`src/rtl/core/assert_macros.svh`:
```
// Assertion macros used by the top-level RTL file.
`ifndef ASSERT_MACROS_SVH
`define ASSERT_MACROS_SVH
// Check an implication on every clock edge outside reset.
`define CHK_IMPL(label, clk, rst_n, ante, cons, msg) \
	label: assert property (@(posedge clk) disable iff (!rst_n) (ante) |-> (cons)) \
		else $error(msg);
// Check that the consequence holds in the cycle after the antecedent.
`define CHK_NEXT(label, clk, rst_n, ante, cons, msg) \
	label: assert property (@(posedge clk) disable iff (!rst_n) (ante) |=> (cons)) \
		else $error(msg);
`endif

```
`src/rtl/core/slcu_pkg.sv`:
```
// Package: operation codes and lane conversion functions.
`default_nettype none
package slcu_pkg;
	typedef enum logic [2:0] {
		OP_NARROW16 = 3'd0,
		OP_NARROW32 = 3'd1,
		OP_WIDEN8   = 3'd2,
		OP_WIDEN16  = 3'd3,
		OP_TRUNCSAT = 3'd4,
		OP_CONVERT  = 3'd5
	} op_t;

	// Saturate a signed 16-bit lane to 8 bits, signed or unsigned as sgn selects.
	function automatic logic [7:0] sat16to8(input logic [15:0] x, input logic sgn);
		logic [7:0] r;
		if (sgn) begin
			if (!x[15] && x[14:7] != 8'h00) r = 8'h7f;
			else if (x[15] && x[14:7] != 8'hff) r = 8'h80;
			else r = x[7:0];
		end else begin
			if (x[15]) r = 8'h00;
			else if (x[14:8] != 7'h00) r = 8'hff;
			else r = x[7:0];
		end
		return r;
	endfunction

	// Saturate a signed 32-bit lane to 16 bits, signed or unsigned as sgn selects.
	function automatic logic [15:0] sat32to16(input logic [31:0] x, input logic sgn);
		logic [15:0] r;
		if (sgn) begin
			if (!x[31] && x[30:15] != 16'h0000) r = 16'h7fff;
			else if (x[31] && x[30:15] != 16'hffff) r = 16'h8000;
			else r = x[15:0];
		end else begin
			if (x[31]) r = 16'h0000;
			else if (x[30:16] != 15'h0000) r = 16'hffff;
			else r = x[15:0];
		end
		return r;
	endfunction

	// Truncate f32 toward zero with saturation; NaN gives zero.
	function automatic logic [31:0] trunc_sat(input logic [31:0] f, input logic sgn);
		logic        neg;
		logic [7:0]  e;
		logic [22:0] m;
		logic [31:0] mag;
		logic [31:0] r;
		neg = f[31];
		e   = f[30:23];
		m   = f[22:0];
		mag = {8'h00, 1'b1, m};
		if (e >= 8'd150) mag = mag << (e - 8'd150);
		else mag = mag >> (8'd150 - e);
		if (e == 8'hff && m != 23'd0) r = 32'h0;
		else if (sgn && e >= 8'd158) r = neg ? 32'h80000000 : 32'h7fffffff;
		else if (!sgn && neg) r = 32'h0;
		else if (!sgn && e >= 8'd159) r = 32'hffffffff;
		else if (e < 8'd127) r = 32'h0;
		else if (sgn && neg) r = 32'h0 - mag;
		else r = mag;
		return r;
	endfunction

	// Convert i32/u32 to f32, round to nearest even.
	function automatic logic [31:0] int_to_float(input logic [31:0] x, input logic sgn);
		logic        neg;
		logic [31:0] mag;
		logic [4:0]  p;
		logic [31:0] norm;
		logic [24:0] keep;
		logic        rnd;
		logic        sticky;
		logic [7:0]  ex;
		neg = sgn & x[31];
		mag = neg ? 32'h0 - x : x;
		p = 5'd0;
		for (int i = 0; i < 32; i++) begin
			if (mag[i]) p = 5'(i);
		end
		norm   = mag << (5'd31 - p);
		rnd    = norm[7];
		sticky = norm[6:0] != 7'd0;
		keep   = {1'b0, norm[31:8]};
		if (rnd && (sticky || norm[8])) keep = keep + 25'd1;
		ex = 8'(p) + 8'd127;
		if (keep[24]) begin
			keep = keep >> 1;
			ex   = ex + 8'd1;
		end
		return (mag == 32'h0) ? 32'h0 : {neg, ex, keep[22:0]};
	endfunction
endpackage
`default_nettype wire

```
`src/rtl/core/simd_lane_conversion_unit.sv`:
```
// Top level: SIMD lane conversion unit with input and result registers.
//  channel | direction | handshake           | payload
//  input   | in        | in_valid/in_stall   | operation, signed_mode, low_half, first_*, second_*
//  result  | out       | out_valid/out_stall | result_low, result_high
// An item passes through the input register and then the result register;
// one transaction per cycle is sustained while out_stall is low.
// The input register advances whenever the result register can take its item.
// A stall holds a valid result, and the input register when full; in_stall follows from it.
// Reset (arst_n low) clears both valid bits; payload registers are not reset.
`default_nettype none
module simd_lane_conversion_unit (
	input  wire logic        clk,
	input  wire logic        arst_n,
	input  wire logic        in_valid,
	output logic             in_stall,
	input  wire logic [2:0]  operation,
	input  wire logic        signed_mode,
	input  wire logic        low_half,
	input  wire logic [63:0] first_low,
	input  wire logic [63:0] first_high,
	input  wire logic [63:0] second_low,
	input  wire logic [63:0] second_high,
	output logic             out_valid,
	input  wire logic        out_stall,
	output logic      [63:0] result_low,
	output logic      [63:0] result_high
);
	import slcu_pkg::*;
`include "assert_macros.svh"

	logic         vld_s1, vld_s2;
	logic [2:0]   op_s1;
	logic         sgn_s1, low_s1;
	logic [127:0] a_s1, b_s1, res_comb, res_s2;
	logic         adv_s2, adv_s1;

	// Result stage takes a new item when empty or when its item leaves.
	assign adv_s2   = !vld_s2 || !out_stall;
	assign adv_s1   = !vld_s1 || adv_s2;
	assign in_stall = !adv_s1;

	always_ff @(posedge clk or negedge arst_n) begin
		if (!arst_n) begin
			vld_s1 <= 1'b0;
			vld_s2 <= 1'b0;
		end else begin
			if (adv_s1) vld_s1 <= in_valid;
			if (adv_s2) vld_s2 <= vld_s1;
		end
	end

	always_ff @(posedge clk) begin
		if (adv_s1 && in_valid) begin
			op_s1  <= operation;
			sgn_s1 <= signed_mode;
			low_s1 <= low_half;
			a_s1   <= {first_high, first_low};
			b_s1   <= {second_high, second_low};
		end
		if (adv_s2 && vld_s1) res_s2 <= res_comb;
	end

	slcu_datapath u_dp (
		.operation   (op_s1),
		.signed_mode (sgn_s1),
		.low_half    (low_s1),
		.first       (a_s1),
		.second      (b_s1),
		.result      (res_comb)
	);

	assign out_valid   = vld_s2;
	assign result_low  = res_s2[63:0];
	assign result_high = res_s2[127:64];

	// A stalled result must stay valid and hold its data.
	`CHK_NEXT(a_hold, clk, arst_n, out_valid && out_stall, out_valid && $stable(res_s2), "result lost under stall")
	// A full pipeline under stall must refuse input.
	`CHK_IMPL(a_full, clk, arst_n, vld_s1 && vld_s2 && out_stall, in_stall, "input taken while full")
	// Accepted input reaches stage one.
	`CHK_NEXT(a_take, clk, arst_n, in_valid && !in_stall, vld_s1, "accepted item dropped")
endmodule
`default_nettype wire

```
`src/rtl/core/slcu_datapath.sv`:
```
// Datapath: one-pass lane conversion from source vectors to result vector.
`default_nettype none
module slcu_datapath (
	input  wire logic [2:0]   operation,
	input  wire logic         signed_mode,
	input  wire logic         low_half,
	input  wire logic [127:0] first,
	input  wire logic [127:0] second,
	output logic      [127:0] result
);
	import slcu_pkg::*;

	logic [127:0] nar8, nar16, wid8, wid16, trn, cvt;
	logic [63:0]  half;

	assign half = low_half ? first[63:0] : first[127:64];

	always_comb begin
		for (int i = 0; i < 8; i++) begin
			nar8[8*i +: 8]      = sat16to8(first[16*i +: 16], signed_mode);
			nar8[64+8*i +: 8]   = sat16to8(second[16*i +: 16], signed_mode);
			wid8[16*i +: 16]    = {{8{signed_mode & half[8*i+7]}}, half[8*i +: 8]};
		end
		for (int i = 0; i < 4; i++) begin
			nar16[16*i +: 16]    = sat32to16(first[32*i +: 32], signed_mode);
			nar16[64+16*i +: 16] = sat32to16(second[32*i +: 32], signed_mode);
			wid16[32*i +: 32]    = {{16{signed_mode & half[16*i+15]}}, half[16*i +: 16]};
			trn[32*i +: 32]      = trunc_sat(first[32*i +: 32], signed_mode);
			cvt[32*i +: 32]      = int_to_float(first[32*i +: 32], signed_mode);
		end
	end

	always_comb begin
		case (operation)
			OP_NARROW16: result = nar8;
			OP_NARROW32: result = nar16;
			OP_WIDEN8:   result = wid8;
			OP_WIDEN16:  result = wid16;
			OP_TRUNCSAT: result = trn;
			OP_CONVERT:  result = cvt;
			default:     result = 128'h0;
		endcase
	end
endmodule
`default_nettype wire
```
`config.mk`:
```
export PLATFORM = sky130hd
export DESIGN_NAME = simd_lane_conversion_unit
export DESIGN_NICKNAME = d
export VERILOG_FILES = /design/src/rtl/core/slcu_pkg.sv /design/src/rtl/core/simd_lane_conversion_unit.sv /design/src/rtl/core/slcu_datapath.sv
export VERILOG_INCLUDE_DIRS = /design/src /design/src/rtl/core
export SDC_FILE = /design/constraint.sdc
export NUM_CORES = 2
export LEC_CHECK = 0
export BUFFER_PORTS_ARGS = -buffer_cell sky130_fd_sc_hd__buf_2
export CORE_MARGIN = 4
export CORE_UTILIZATION = 44
export CTS_BUF_LIST = sky130_fd_sc_hd__clkbuf_16
export CTS_CLUSTER_DIAMETER = 120
export CTS_CLUSTER_SIZE = 28
export DETAILED_ROUTE_END_ITERATION = 6
export HOLD_SLACK_MARGIN = 0.05
export SLEW_MARGIN = 25
export SYNTH_ARGS = -nofsm -noshare
export SYNTH_HDL_FRONTEND = slang
export SYNTH_SLANG_ARGS = --single-unit
```
`constraint.sdc`:
```
create_clock -name clk -period 25.6 [get_ports clk]
set_clock_uncertainty 0.1 [all_clocks]
set_input_delay 3.84 -clock clk [delete_from_list [all_inputs] [get_ports clk]]
set_output_delay 3.84 -clock clk [all_outputs]
set_load 0.1 [all_outputs]
```
# After elaboration in Yosys (flattened, before gate mapping)
# Cells that the tools add are included.
# op_classes
n_addsub,32
bitwise_logic,12
n_reduce_logical,162
shifts,12
magnitude_cmp,16
eq_ne,33
mux,298
# ops
cell,count
32-bit 2-to-1 mux,40
128-bit case mux with 6 select lines,1
8-bit 2-to-1 mux,84
16-bit 2-to-1 mux,40
5-bit 2-to-1 mux,64
"1-bit by 32-bit subtractor with 32-bit output, first input constant",8
7-bit nonzero test,20
32-bit zero test,4
4-bit 2-to-1 mux,32
"16-bit != test, second input constant",8
"8-bit != test, second input constant",16
16-bit nonzero test,8
8-bit nonzero test,16
24-bit by 8-bit << shifter with 32-bit output,4
32-bit by 5-bit << shifter with 32-bit output,4
24-bit by 8-bit >> shifter with 32-bit output,4
15-bit nonzero test,8
"24-bit by 1-bit adder with 25-bit output, second input constant",4
25-bit 2-to-1 mux,4
"8-bit greater-or-equal comparator, second input constant",12
23-bit 2-to-1 mux,4
23-bit nonzero test,4
1-bit logical AND,74
64-bit 2-to-1 mux,1
other kinds (17),101
# totals
out_inout_bits,130
ff_bits,391

# Longest topological paths before layout
# depth
depth_word,42
mapped_depth,31
depth_no_buf,23

# Cells and area by module
# A second synthesis with hierarchy kept.
# hier_totals
hier_cells,7487
area_unflattened_um2,56310.3
# modules_own_cells
mod,instances,seq_area_each_um2,cells_each,area_per_inst_um2
slcu_datapath,1,0.0,7090,44536.5
simd_lane_conversion_unit,1,11731.3,397,11773.8

# Worst setup path after synthesis
# No wires, ideal clock.
# synth_timing
kind,input -> register
start,in out_stall
end,"reg res_s2[0], enable pin"
setup_slack_ns,11.635
cell_stages,1
t_arrival_ns,13.054
path_cell_list,a21boi_0
# synth_via
elab_chain_cells,3
# synth_lines
element,line,rtl
"start, declared",simd_lane_conversion_unit.sv:24,"input wire logic out_stall,"
1-bit zero test,simd_lane_conversion_unit.sv:38,assign adv_s2 = !vld_s2 || !out_stall;
1-bit logical OR,simd_lane_conversion_unit.sv:38,
1-bit logical AND,simd_lane_conversion_unit.sv:60,if (adv_s2 && vld_s1) res_s2 <= res_comb;
"end signal, assigned",simd_lane_conversion_unit.sv:60,
"end, declared",simd_lane_conversion_unit.sv:34,"logic [127:0] a_s1, b_s1, res_comb, res_s2;"
# No other way between the ends.
# A chain may end at the register's enable or synchronous reset.

# Worst setup path in the final report
# layout_timing
start,reg a_s1[120]
end,reg res_s2[115] (data pin)
# layout_via
elab_chain_cells,19
elab_cells_between_ends,41
# layout_lines
element,line,rtl
"start, declared",simd_lane_conversion_unit.sv:34,
"start signal, assigned",simd_lane_conversion_unit.sv:57,"a_s1 <= {first_high, first_low};"
branches (longest 18 deep; another with 1-bit by 32-bit subtractor with 32-bit output),--,
128-bit case mux with 6 select lines *,slcu_datapath.sv:34,case (operation)
named net res_comb[115],simd_lane_conversion_unit.sv:34,
# Mark *: on every way through the listed nets, which the timed path passes.

==> results.sh <==
export IMPL_synth_most_common_cell="nand2_1"
export IMPL_gr_total_overflow=0
export IMPL_synthCells=7778
export IMPL_ios=395
export IMPL_grt_usage_pct=43.5
export IMPL_dieArea_sq_um=138000
export IMPL_fill_cells=13300
export IMPL_vias=70900
export IMPL_cp_start_kind="flop"
export IMPL_final_area_sq_um=62800
export IMPL_crit_type="flop to flop"
export IMPL_viasPerCell=7.44
export IMPL_cts_buffer_depth=3
export IMPL_routabilityCongestion=1.11
export IMPL_hold_buffers=0
export IMPL_hold_depth=1
export IMPL_cts_resized=0
export IMPL_placed_cell_area_sq_um=61700
export IMPL_met1_length_um=122000
export IMPL_area_growth_syn_to_layout_pct=7.64
export IMPL_ys_top_cells_by_area="edfxtp_1 20%, o21ai_0 5.8%, a21oi_1 5.4%"
export IMPL_wire_per_inst_um=33.4
export IMPL_crit_required_ns=25.90
export IMPL_top_layer_used="met5"
export IMPL_synthArstFlopShare_pct=0.512
export IMPL_cts_buffers_inserted=25
export IMPL_finalSetupViolCount=0
export IMPL_wl_met3_um=41000
export IMPL_multiInputGateArea_sq_um=43300
export IMPL_cts_tree="yes"
export IMPL_drtIter0Drc=13100
export IMPL_critical_path_arrival_ns=9.48
export IMPL_syn_nets=8078
export IMPL_nets=8054
export IMPL_max_freq_mhz=109
export IMPL_synth_yosys_seq_area_share_pct=20.1
export IMPL_yosysTopAreaCell="edfxtp_1"
export IMPL_drtAntennaViolNets=0
export IMPL_ir_worst_vdd_mv=0.0643
export IMPL_clock_latency_ns=0.70
export IMPL_reg2regPathDepth=21
export IMPL_design_core_area_sq_um=132000
export IMPL_cap_viol_max_count=0
export IMPL_drc=7
export IMPL_power_leakage_nw=21.7
export IMPL_dpl_hpwl_um=243000
export IMPL_synth_cell_types=132
export IMPL_cts_setup_buffers=0
export IMPL_synth_edf_count=389
export IMPL_antenna_found_initial=22
export IMPL_grt_max_degree=88
export IMPL_worst_slew_pin_slew_ns=1.24
export IMPL_cts_reportedPaths_clkPinSlew_ns=0.11
export IMPL_grt_pass1_wl_um=454000
export IMPL_routed_wl_um=318000
export IMPL_rsz0062_at_grt="false"
export IMPL_drive_gt1_share_pct=14.5
export IMPL_synth_top_area_share_pct=20.0
export IMPL_yosys_warnings=0
export IMPL_hold_path_class="flop to flop"
export IMPL_portBuffers=394
export IMPL_worstSetupEndpointType="flop"
export IMPL_cellPowerDensity_nw_per_um2=51.5
export IMPL_rows=133
export IMPL_syn_area_sq_um=58300
export IMPL_hold_violations=0
export IMPL_chipHeight_um=372
export IMPL_finalCritPeriodShare_pct=35.9
export IMPL_h_tree_depth=1
export IMPL_dr_pass1_iters=7
export IMPL_synthFlopType="edfxtp_1"
export IMPL_die_w_um=372
export IMPL_cts_root_buf="clkbuf_16"
export IMPL_status="complete, but fails checks"
export IMPL_synth_seq_cells=391
export IMPL_met2_length_um=132000
export IMPL_syn_area_per_cell_sq_um=7.50
export IMPL_critPathMaxFanout=42
export IMPL_violations="design-rule violations"
export IMPL_cts_sinks=391
export IMPL_fin_crit_ns=9.18
export IMPL_relSlewSlack_pct=16.5
export IMPL_grt_pass1_vias=64000
export IMPL_drv_slew=0
export IMPL_seqCellArea_sq_um=11700
export IMPL_fin_tns_setup_ns=0
export IMPL_ys_top_cells_by_count="721 x nand2_1, 673 x o21ai_0, 669 x nor2_1"
export IMPL_start_util_pct=44.3
## through the flow
stage / total power (W) / util, % / std cells / worst slack (ns) / hold slack [ns]
2_1_floorplan: 0.00209 / - / 7778 / 11.63 / 0.343
3_3_place_gp: 0.00267 / 46.8 / 9480 / 16.91 / 0.376
3_5_place_dp: 0.00267 / 46.9 / 9481 / 16.68 / 0.381
4_1_cts: 0.00316 / 47.6 / 9523 / 16.65 / 0.405
5_1_grt: 0.00334 / 47.7 / 9526 / 15.90 / 0.456
6_report: 0.00324 / 47.7 / 9538 / 16.42 / 0.406
## cells by family after synthesis
group | Yosys count | share of synthesized area (%)
AOI/OAI and AO/OA | 2931 | 33.7
and+or+nand+nor | 2707 | 23.2
buffers and inverters | 883 | 6.07
muxes | 462 | 10.6
DFF | 391 | 20.1
xor gates and xnor gates | 369 | 5.57
adders and majority gates | 35 | 0.751
## per-layer routing
metal / vias up / track usage, %
li1: 30200 / -
met1: 33900 / 57.6
met2: 5636 / 63.7
met3: 1154 / 11.4
met4: 20 / 25.6
met5: - / 0
## placed cells by master (no fill, tap or decap), types with 44 or more instances in the layout
cell,n
nor3_1,252
o21ai_1,57
or3_1,76
a31oi_1,128
mux2_2,79
o21a_1,47
or2_2,45
inv_1,181
mux4_2,115
a22oi_1,61
nand3_1,273
buf_2,394
nor2_1,668
a221oi_1,57
o31ai_1,70
o211ai_1,143
xor2_1,124
o22ai_1,140
a21o_1,44
edfxtp_1,389
a21oi_1,626
and3_1,47
o221ai_1,87
nand2b_1,52
xnor2_1,235
a211oi_1,130
buf_4,244
nor4_1,111
mux2i_1,267
o21ai_0,672
nand2_1,720
and2_1,58
nand4_1,149
a211o_1,52
## worst max-delay path, stage by stage, from the launching register on
cell	delay [ns]
edfxtp_1	0.34
buf_4	0.41
clkinv_1	0.70
ha_1	0.53
or3b_2	0.23
nor4_1	0.08
a41oi_1	0.43
o221ai_2	0.16
buf_4	0.26
nor4_4	0.47
nand3_1	0.56
or2_1	0.74
nor2_1	0.37
a22oi_1	0.18
a21oi_1	0.24
ha_1	0.21
o2111ai_1	0.10
a21oi_1	0.56
nand4_2	0.47
nor4_4	0.91
nand2b_1	0.58
o221ai_1	0.21
## final cells by class
cell class              count  share of cell area, %
multi-input cells        6504                   68.9
flip-flops and latches    391                   18.7
repair buffers            641                   6.16
well taps                1755                   3.50
inverters                 191                   1.14
clock buffers              25                  0.997
clock inverters            17                  0.520
diodes                     14                 0.0558
## flip-flops by register name, indices dropped and copies added (netlist names)
signal	count
a_s1	128
b_s1	128
res_s2	128
op_s1	3
low_s1	1
out_valid	1
sgn_s1	1
vld_s1	1
## power by group
part	leakage (nW)	switching, W	internal [W]
logic	17.4	0.00137	0.000543
registers	3.79	0.0000585	0.000773
clock network	0.455	0.000282	0.000209
total	21.7	0.00171	0.00153
## final timing paths
path / slack (ns) / endpoint / from
worst max-delay path: 16.42 / res_s2[115] / a_s1[120]
worst min-delay path: 0.41 / out_valid / vld_s1
worst max register to register: 16.42 / res_s2[115] / a_s1[120]
worst min register to register: 0.41 / out_valid / vld_s1
max in group asynchronous: 22.47 / vld_s1 / arst_n
min in group asynchronous: 2.83 / out_valid / arst_n
Note: power is estimated with default switching activity, not from simulation.
